### config.mk
export PLATFORM = sky130hd
export DESIGN_NAME = bounded_displacement_stream_sorter_unit
export DESIGN_NICKNAME = d
export VERILOG_FILES = /design/src/rtl/bdss_pkg.sv /design/src/rtl/bdss_cell.sv /design/src/rtl/bounded_displacement_stream_sorter_unit.sv
export SDC_FILE = /design/constraint.sdc
export NUM_CORES = 2
export LEC_CHECK = 0
export BUFFER_PORTS_ARGS = -buffer_cell sky130_fd_sc_hd__buf_2
export CORE_UTILIZATION = 62
export DETAILED_ROUTE_END_ITERATION = 12
export GPL_TIMING_DRIVEN = 0
export MAX_ROUTING_LAYER = met4
export PLACE_DENSITY = 0.75
export SETUP_SLACK_MARGIN = 0.05
export SLEW_MARGIN = 20
export SYNTH_ARGS = -nofsm -noshare
export SYNTH_HDL_FRONTEND = slang
export SYNTH_HIERARCHICAL = 1
export SYNTH_SLANG_ARGS = --single-unit
### constraint.sdc
create_clock -name aclk -period 24.1 [get_ports aclk]
set_input_delay 2.41 -clock aclk [delete_from_list [all_inputs] [get_ports aclk]]
set_output_delay 2.41 -clock aclk [all_outputs]
set_load 0.05 [all_outputs]
### src/rtl/bdss_pkg.sv
// ----------------------------------------------------------------------------
// Bounded-displacement stream sorter package
// Shared constants, transaction payload types and sorter cell types.
// ----------------------------------------------------------------------------
package bdss_pkg;

    localparam int DATA_WIDTH = 32;
    localparam int WINDOW_DEF = 20;

    typedef struct packed {
        logic signed [DATA_WIDTH-1:0] value;
        logic                         last_in;
    } in_t;

    typedef struct packed {
        logic signed [DATA_WIDTH-1:0] sorted_value;
        logic                         last_out;
        logic                         order_error;
    } out_t;

    // One window entry, held as an order key (sign bit inverted).
    typedef struct packed {
        logic                  valid;
        logic [DATA_WIDTH-1:0] key;
    } entry_t;

    // Per-cycle command broadcast to every cell.
    typedef struct packed {
        logic en;
        logic ins_en;
        logic shift;
    } cell_ctl_t;

    function automatic logic [DATA_WIDTH-1:0] to_key(input logic [DATA_WIDTH-1:0] v);
        return v ^ {1'b1, {(DATA_WIDTH-1){1'b0}}};
    endfunction

endpackage

### src/rtl/bdss_cell.sv
// ----------------------------------------------------------------------------
// Bounded-displacement stream sorter cell
// Holds one window entry; inserts the broadcast key and shifts toward the head.
// ----------------------------------------------------------------------------
module bdss_cell
    import bdss_pkg::*;
(
    input  logic                  aclk,
    input  logic                  aresetn,
    input  cell_ctl_t             ctl,
    input  logic [DATA_WIDTH-1:0] new_key,
    input  entry_t                left_cur,
    input  logic                  left_gt,
    input  entry_t                right_ins,
    output entry_t                cur,
    output logic                  gt,
    output entry_t                ins
);

    logic                  valid_reg;
    logic                  valid_next;
    logic [DATA_WIDTH-1:0] key_reg;
    logic [DATA_WIDTH-1:0] key_next;

    assign cur.valid = valid_reg;
    assign cur.key   = key_reg;

    // An empty cell counts as larger than any key; ties keep arrival order.
    assign gt = !valid_reg || (key_reg > new_key);

    always_comb begin
        ins = cur;
        if (ctl.ins_en && gt) begin
            if (left_gt) begin
                ins = left_cur;
            end else begin
                ins.valid = 1'b1;
                ins.key   = new_key;
            end
        end
    end

    always_comb begin
        valid_next = valid_reg;
        key_next   = key_reg;
        if (ctl.en) begin
            if (ctl.shift) begin
                valid_next = right_ins.valid;
                key_next   = right_ins.key;
            end else begin
                valid_next = ins.valid;
                key_next   = ins.key;
            end
        end
    end

    always_ff @(posedge aclk) begin
        if (!aresetn) begin
            valid_reg <= 1'b0;
        end else begin
            valid_reg <= valid_next;
        end
    end

    always_ff @(posedge aclk) begin
        key_reg <= key_next;
    end

endmodule

### src/rtl/bounded_displacement_stream_sorter_unit.sv
// ----------------------------------------------------------------------------
// Bounded-displacement stream sorter
// Sorts a nearly ordered stream through a systolic insertion window.
//
//   Channel  Direction  Payload  Handshake
//   s_       in         in_t     s_valid / s_ready
//   m_       out        out_t    m_valid / m_ready
//
// A transaction that does not end a stream is inserted into the window; once
// the window is full, the cycle that takes it also registers the smallest entry.
// A transaction marked last is inserted, then the window drains one result per
// cycle (up to WINDOW results) while the single output register is free.
// Reset is synchronous and empties the window. A stalled output holds the
// input off until the output register is free.
// ----------------------------------------------------------------------------
module bounded_displacement_stream_sorter_unit
    import bdss_pkg::*;
#(
    parameter int WINDOW = WINDOW_DEF
) (
    input  logic aclk,
    input  logic aresetn,
    input  logic s_valid,
    output logic s_ready,
    input  in_t  s_data,
    output logic m_valid,
    input  logic m_ready,
    output out_t m_data
);

    localparam logic ST_IDLE  = 1'b0;
    localparam logic ST_FLUSH = 1'b1;

    logic                  state_reg;
    logic                  state_next;
    logic                  m_valid_reg;
    logic                  m_valid_next;
    out_t                  m_data_reg;
    out_t                  m_data_next;
    logic [DATA_WIDTH-1:0] prev_reg;
    logic [DATA_WIDTH-1:0] prev_next;
    logic                  have_reg;
    logic                  have_next;

    cell_ctl_t             ctl;
    logic [DATA_WIDTH-1:0] new_key;
    entry_t                cur   [WINDOW];
    entry_t                ins   [WINDOW];
    logic                  gt    [WINDOW];

    logic                  slot_free;
    logic                  accept;
    logic                  emit;
    logic                  emit_last;
    logic [DATA_WIDTH-1:0] emit_key;

    assign new_key   = to_key(s_data.value);
    assign slot_free = !m_valid_reg || m_ready;
    assign s_ready   = (state_reg == ST_IDLE) && slot_free;
    assign accept    = s_valid && s_ready;

    genvar i;
    generate
        for (i = 0; i < WINDOW; i++) begin : g_cell
            entry_t left_cur_w;
            logic   left_gt_w;
            entry_t right_ins_w;
            if (i == 0) begin : g_head
                assign left_cur_w = '0;
                assign left_gt_w  = 1'b0;
            end else begin : g_body
                assign left_cur_w = cur[i-1];
                assign left_gt_w  = gt[i-1];
            end
            if (i == WINDOW - 1) begin : g_tail
                assign right_ins_w = '0;
            end else begin : g_mid
                assign right_ins_w = ins[i+1];
            end
            bdss_cell u_cell (
                .aclk      (aclk),
                .aresetn   (aresetn),
                .ctl       (ctl),
                .new_key   (new_key),
                .left_cur  (left_cur_w),
                .left_gt   (left_gt_w),
                .right_ins (right_ins_w),
                .cur       (cur[i]),
                .gt        (gt[i]),
                .ins       (ins[i])
            );
        end
    endgenerate

    always_comb begin
        ctl        = '0;
        state_next = state_reg;
        emit       = 1'b0;
        emit_last  = 1'b0;
        emit_key   = ins[0].key;
        unique case (state_reg)
            ST_IDLE: begin
                if (accept) begin
                    ctl.en     = 1'b1;
                    ctl.ins_en = 1'b1;
                    if (s_data.last_in) begin
                        state_next = ST_FLUSH;
                    end else if (cur[WINDOW-2].valid) begin
                        ctl.shift = 1'b1;
                        emit      = 1'b1;
                        emit_key  = ins[0].key;
                    end
                end
            end
            ST_FLUSH: begin
                if (slot_free) begin
                    ctl.en    = 1'b1;
                    ctl.shift = 1'b1;
                    emit      = 1'b1;
                    emit_key  = cur[0].key;
                    emit_last = !cur[1].valid;
                    if (!cur[1].valid) begin
                        state_next = ST_IDLE;
                    end
                end
            end
            default: begin
                state_next = ST_IDLE;
            end
        endcase
    end

    always_comb begin
        m_valid_next = m_valid_reg;
        m_data_next  = m_data_reg;
        prev_next    = prev_reg;
        have_next    = have_reg;
        if (emit) begin
            m_valid_next             = 1'b1;
            m_data_next.sorted_value = signed'(to_key(emit_key));
            m_data_next.last_out     = emit_last;
            m_data_next.order_error  = have_reg && (emit_key < prev_reg);
            prev_next                = emit_key;
            have_next                = !emit_last;
        end else if (m_ready) begin
            m_valid_next = 1'b0;
        end
    end

    always_ff @(posedge aclk) begin
        if (!aresetn) begin
            state_reg   <= ST_IDLE;
            m_valid_reg <= 1'b0;
            have_reg    <= 1'b0;
        end else begin
            state_reg   <= state_next;
            m_valid_reg <= m_valid_next;
            have_reg    <= have_next;
        end
    end

    always_ff @(posedge aclk) begin
        m_data_reg <= m_data_next;
        prev_reg   <= prev_next;
    end

    assign m_valid = m_valid_reg;
    assign m_data  = m_data_reg;

endmodule

# After elaboration in Yosys (flattened, before gate mapping)
# Index checks and enable logic that the tools add are counted.
# op_classes
addsub,0
n_div,0
shift,0
muxes,98
n_reduce_logical,69
eq_ne,0
bitwise,3
magnitude_cmp,21
n_mul,0
# op_table
operator,count
33-bit two-way mux,39
32-bit greater-than comparator,20
32-bit two-way mux,20
32-bit case mux with 2 select lines,1
1-bit two-way mux,33
32-bit < comparator,1
1-bit logical AND,23
1-bit zero test,22
1-bit logical OR,21
1-bit case mux with 2 select lines,4
2-bit nonzero test,2
3-bit two-way mux,1
1-bit NOT,3
2-bit AND reduction,1
# word_totals
mem_bits_ro,0
regBits,729
memories,0
out_inout_bits,36
wordCells,238
input_bits,37
ram_bits,0
latch_bits,0

# Logic depth before layout (Yosys ltp)
# logic_depth
ltp_word,12
depth_mapped,17
mapped_depth_nobuf,16

# Cells and area by module
# Netlist, hierarchy kept.
# by_module_without_submodules
module,seq_area_each_um2,cells_per_inst,n_inst,area_per_inst_um2
bdss_cell,980.9,303,20,3079.2
bounded_displacement_stream_sorter_unit,1111.1,234,1,2631.3

# Least setup slack after synthesis
# No wires, ideal clock.
# synth_path
kind,input to register
from,input m_ready
to,register g_cell[0].u_cell.key_reg[0] (enable)
arrival_time_ns,13.938
setup_ns,4.765
required_time_ns,19.335
slack_ns,5.397
stages,5
path_buffers,0
cell_sequence,nand2b_4 nand2_1 inv_1 nand2_1 nand2_1
# synth_rtl
item,line,text
start: declaration,bounded_displacement_stream_sorter_unit.sv:27,"input logic m_ready,"
end signal: assignment,bdss_cell.sv:66,key_reg <= key_next;
end: declaration,bdss_cell.sv:22,logic [DATA_WIDTH-1:0] key_reg;

==> summary.txt <==
Power
  – Internal: roughly 0.0041 W
  – Reg power frac: between 30 and 40%
  – Tot Pwr: approximately 0.0064 W
  – P_sw: around 0.0023 W
  – Clock power frac: 20.7%
  – Maximum VDD drop: 68.5 uV
  – Leak pwr: approximately 32 nW
  – Switching Share: 36.3%
  – Gate power share: 45.8%
  – PD cells: 91.6 nW/um2

Global route
  – Vias in the first global route: roughly 50000
  – Pin count of the biggest net entering global routing: 61
  – First-pass GRT wire length: ~270000 um
  – GRT Overall Usage: between 30% and 40%
  – Congestion Overflow GR: 0
  – Initial antenna violation count: 4

STA
  – Measured slew at the worst slew-check pin: 1.07 ns
  – Tcrit/Tclk final: approximately 28%
  – RSZ-0062 raised after global routing: no
  – Final Hold Vio Count: 0
  – Worst-case clock skew: about 0.018 ns
  – Slew HR: ~28%
  – Worst Hold Slack: 0.512 ns
  – Setup_tns: 0 ns
  – Max-slew violations: 0
  – Final Critical Period: between 6 and 7 ns
  – F_max: approximately 0.15 GHz
  – # setup viols final: 0

Floorplan
  – Die area: between 100000 and 150000 um2
  – IO Pins: 73
  – Starting Density: between 60% and 70%
  – Rows: approximately 120
  – Die width: ~320 um
  – Core outline area: ~100000 um2
  – Die Y: roughly 320 um

Setup path
  – Worst r2r src: g_cell[0].u_cell/key_reg[30]
  – Kind of critical path: in2reg
  – WP data required: about 25 ns
  – Crit-path max cell delay: about 0.65 ns
  – Critical Path Source Type: input port
  – Slowest CP cell: nor4_1
  – Crit path top cell by count: ha_1
  – Crit. End Element: flip-flop
  – Crit path launch: s_data[32]
  – Internal reg-to-reg setup slack: between 15 and 20 ns
  – Worst R2R Path Depth: 15
  – Max FO, Critical Path: 20
  – Crit-path cells: buf_2, inv_2, inv_1, ha_1, nand4_1, nor4_1, and3_1, nand2_1, o211ai_4, buf_12, mux2_4, mux2_2, ha_1, a21oi_1, nor2b_1, o21ai_0, nor4bb_1, o211a_1
  – WP data arrival: slightly above 7 ns

Layout
  – Area growth, synth to finish: 8.71%
  – Max reg flops: between 600 and 700
  – Layout Nets: a little over 7000
  – Final Instance Area: around 70000 um2
  – Layout cells sized above 1: 25.5%
  – Final Util: 68.3%

Placement
  – Detail Placement HPWL: 133000 um
  – Placed cell area: between 60000 and 70000 um2
  – # port buffers: between 70 and 80
  – RD Place Congestion: 0.947

CTS
  – Clock transition at path regs: roughly 0.060 ns
  – Post-CTS setup buffer count: 0
  – Clock Path Buffers: 3
  – Post-cts repair resize count: 0
  – Total CTS buffers: between 80 and 90
  – Worst skew pair latency: around 0.67 ns
  – Root Driver: clkbuf_16
  – H-tree levels: 3
  – Hold-fix buffers, CTS: 0
  – Clock Sinks: around 700
  – CTS tree: yes

Job
  – Max cap viols: 0

Routing
  – Wire per inst: approximately 22 um
  – 1st-iter DRT viols: ~4100
  – Post-Route WL: roughly 180000 um
  – # DRC: 0
  – Routed Antenna Nets: 0
  – Via Count: 49400
  – Vias per Instance: between 6 and 7
  – TritonRoute pass-1 iters: 6

Hold path
  – HP Class: reg2reg
  – Worst hold stages: 2
  – Hold Startpoint: have_reg

Outcome
  – Outcome: finished clean

Logic synthesis
  – Warnings, synthesis: 6
  – Synth Instances: 6291
  – Syn Area/Cell: 10.2 um2
  – Mapped cell area: roughly 64000 um2
-- routing by layer --
layer	track usage, %	wire length [um]	up-vias
met5	-	0	-
met4	14.7	8190	0
met3	4.84	12000	511
met2	56.8	85000	1707
met1	42.3	72600	24000
li1	-	-	23200
-- power groups by stage --
| stage | clock, W | sequential (W) | combinational, W |
|---|---|---|---|
| 6_report | 0.00132 | 0.00214 | 0.00293 |
| 5_1_grt | 0.00138 | 0.00218 | 0.00319 |
| 4_1_cts | 0.00134 | 0.00214 | 0.00289 |
| 3_5_place_dp | 0 | 0.00216 | 0.00286 |
| 3_3_place_gp | 0 | 0.00229 | 0.00275 |
| 2_1_floorplan | 0 | 0.00213 | 0.00221 |
-- worst paths after layout --
kind / to
min: have_reg
min reg2reg: have_reg
max: m_data[0]
max reg2reg: m_data[0]
-- worst max-delay path: cells and delay by family --
kind | cells | cell delay [ns]
simple gates | 6 | 1.86
buf+inv | 4 | 1.02
compound gates | 4 | 0.69
fa+ha+maj | 2 | 0.64
mux | 2 | 0.61
-- area by class of cell --
class	instances	area, um2
sequential	698	20700
buffer	333	2070
fill	8004	32400
multi-input combinational	4629	39000
clock buffer	102	2250
tap	1368	1710
clock inverter	51	543
timing repair buffer	91	811
inverter	697	2620
antenna	1	2.50
-- per-stage QoR --
step / setup WS [ns] / cells
after CTS: 17.53 / 7969
after detailed placement: 16.86 / 7816
after floorplan: 5.40 / 6357
final: 17.37 / 7970
after global placement: -2.20 / 7797
after global routing: 17.26 / 7969
-- cell usage in the layout, fill, tap and decap left out, types with 107 or more instances in the layout --
cell type and instances:
nand2_1 866, mux2_2 709, o21ai_0 743, nand4_1 107, mux2_4 580, inv_1 695, a21oi_1 273, ha_1 671
edfxtp_1 675, clkbuf_1 194
Power figures use the tool's default switching activity.
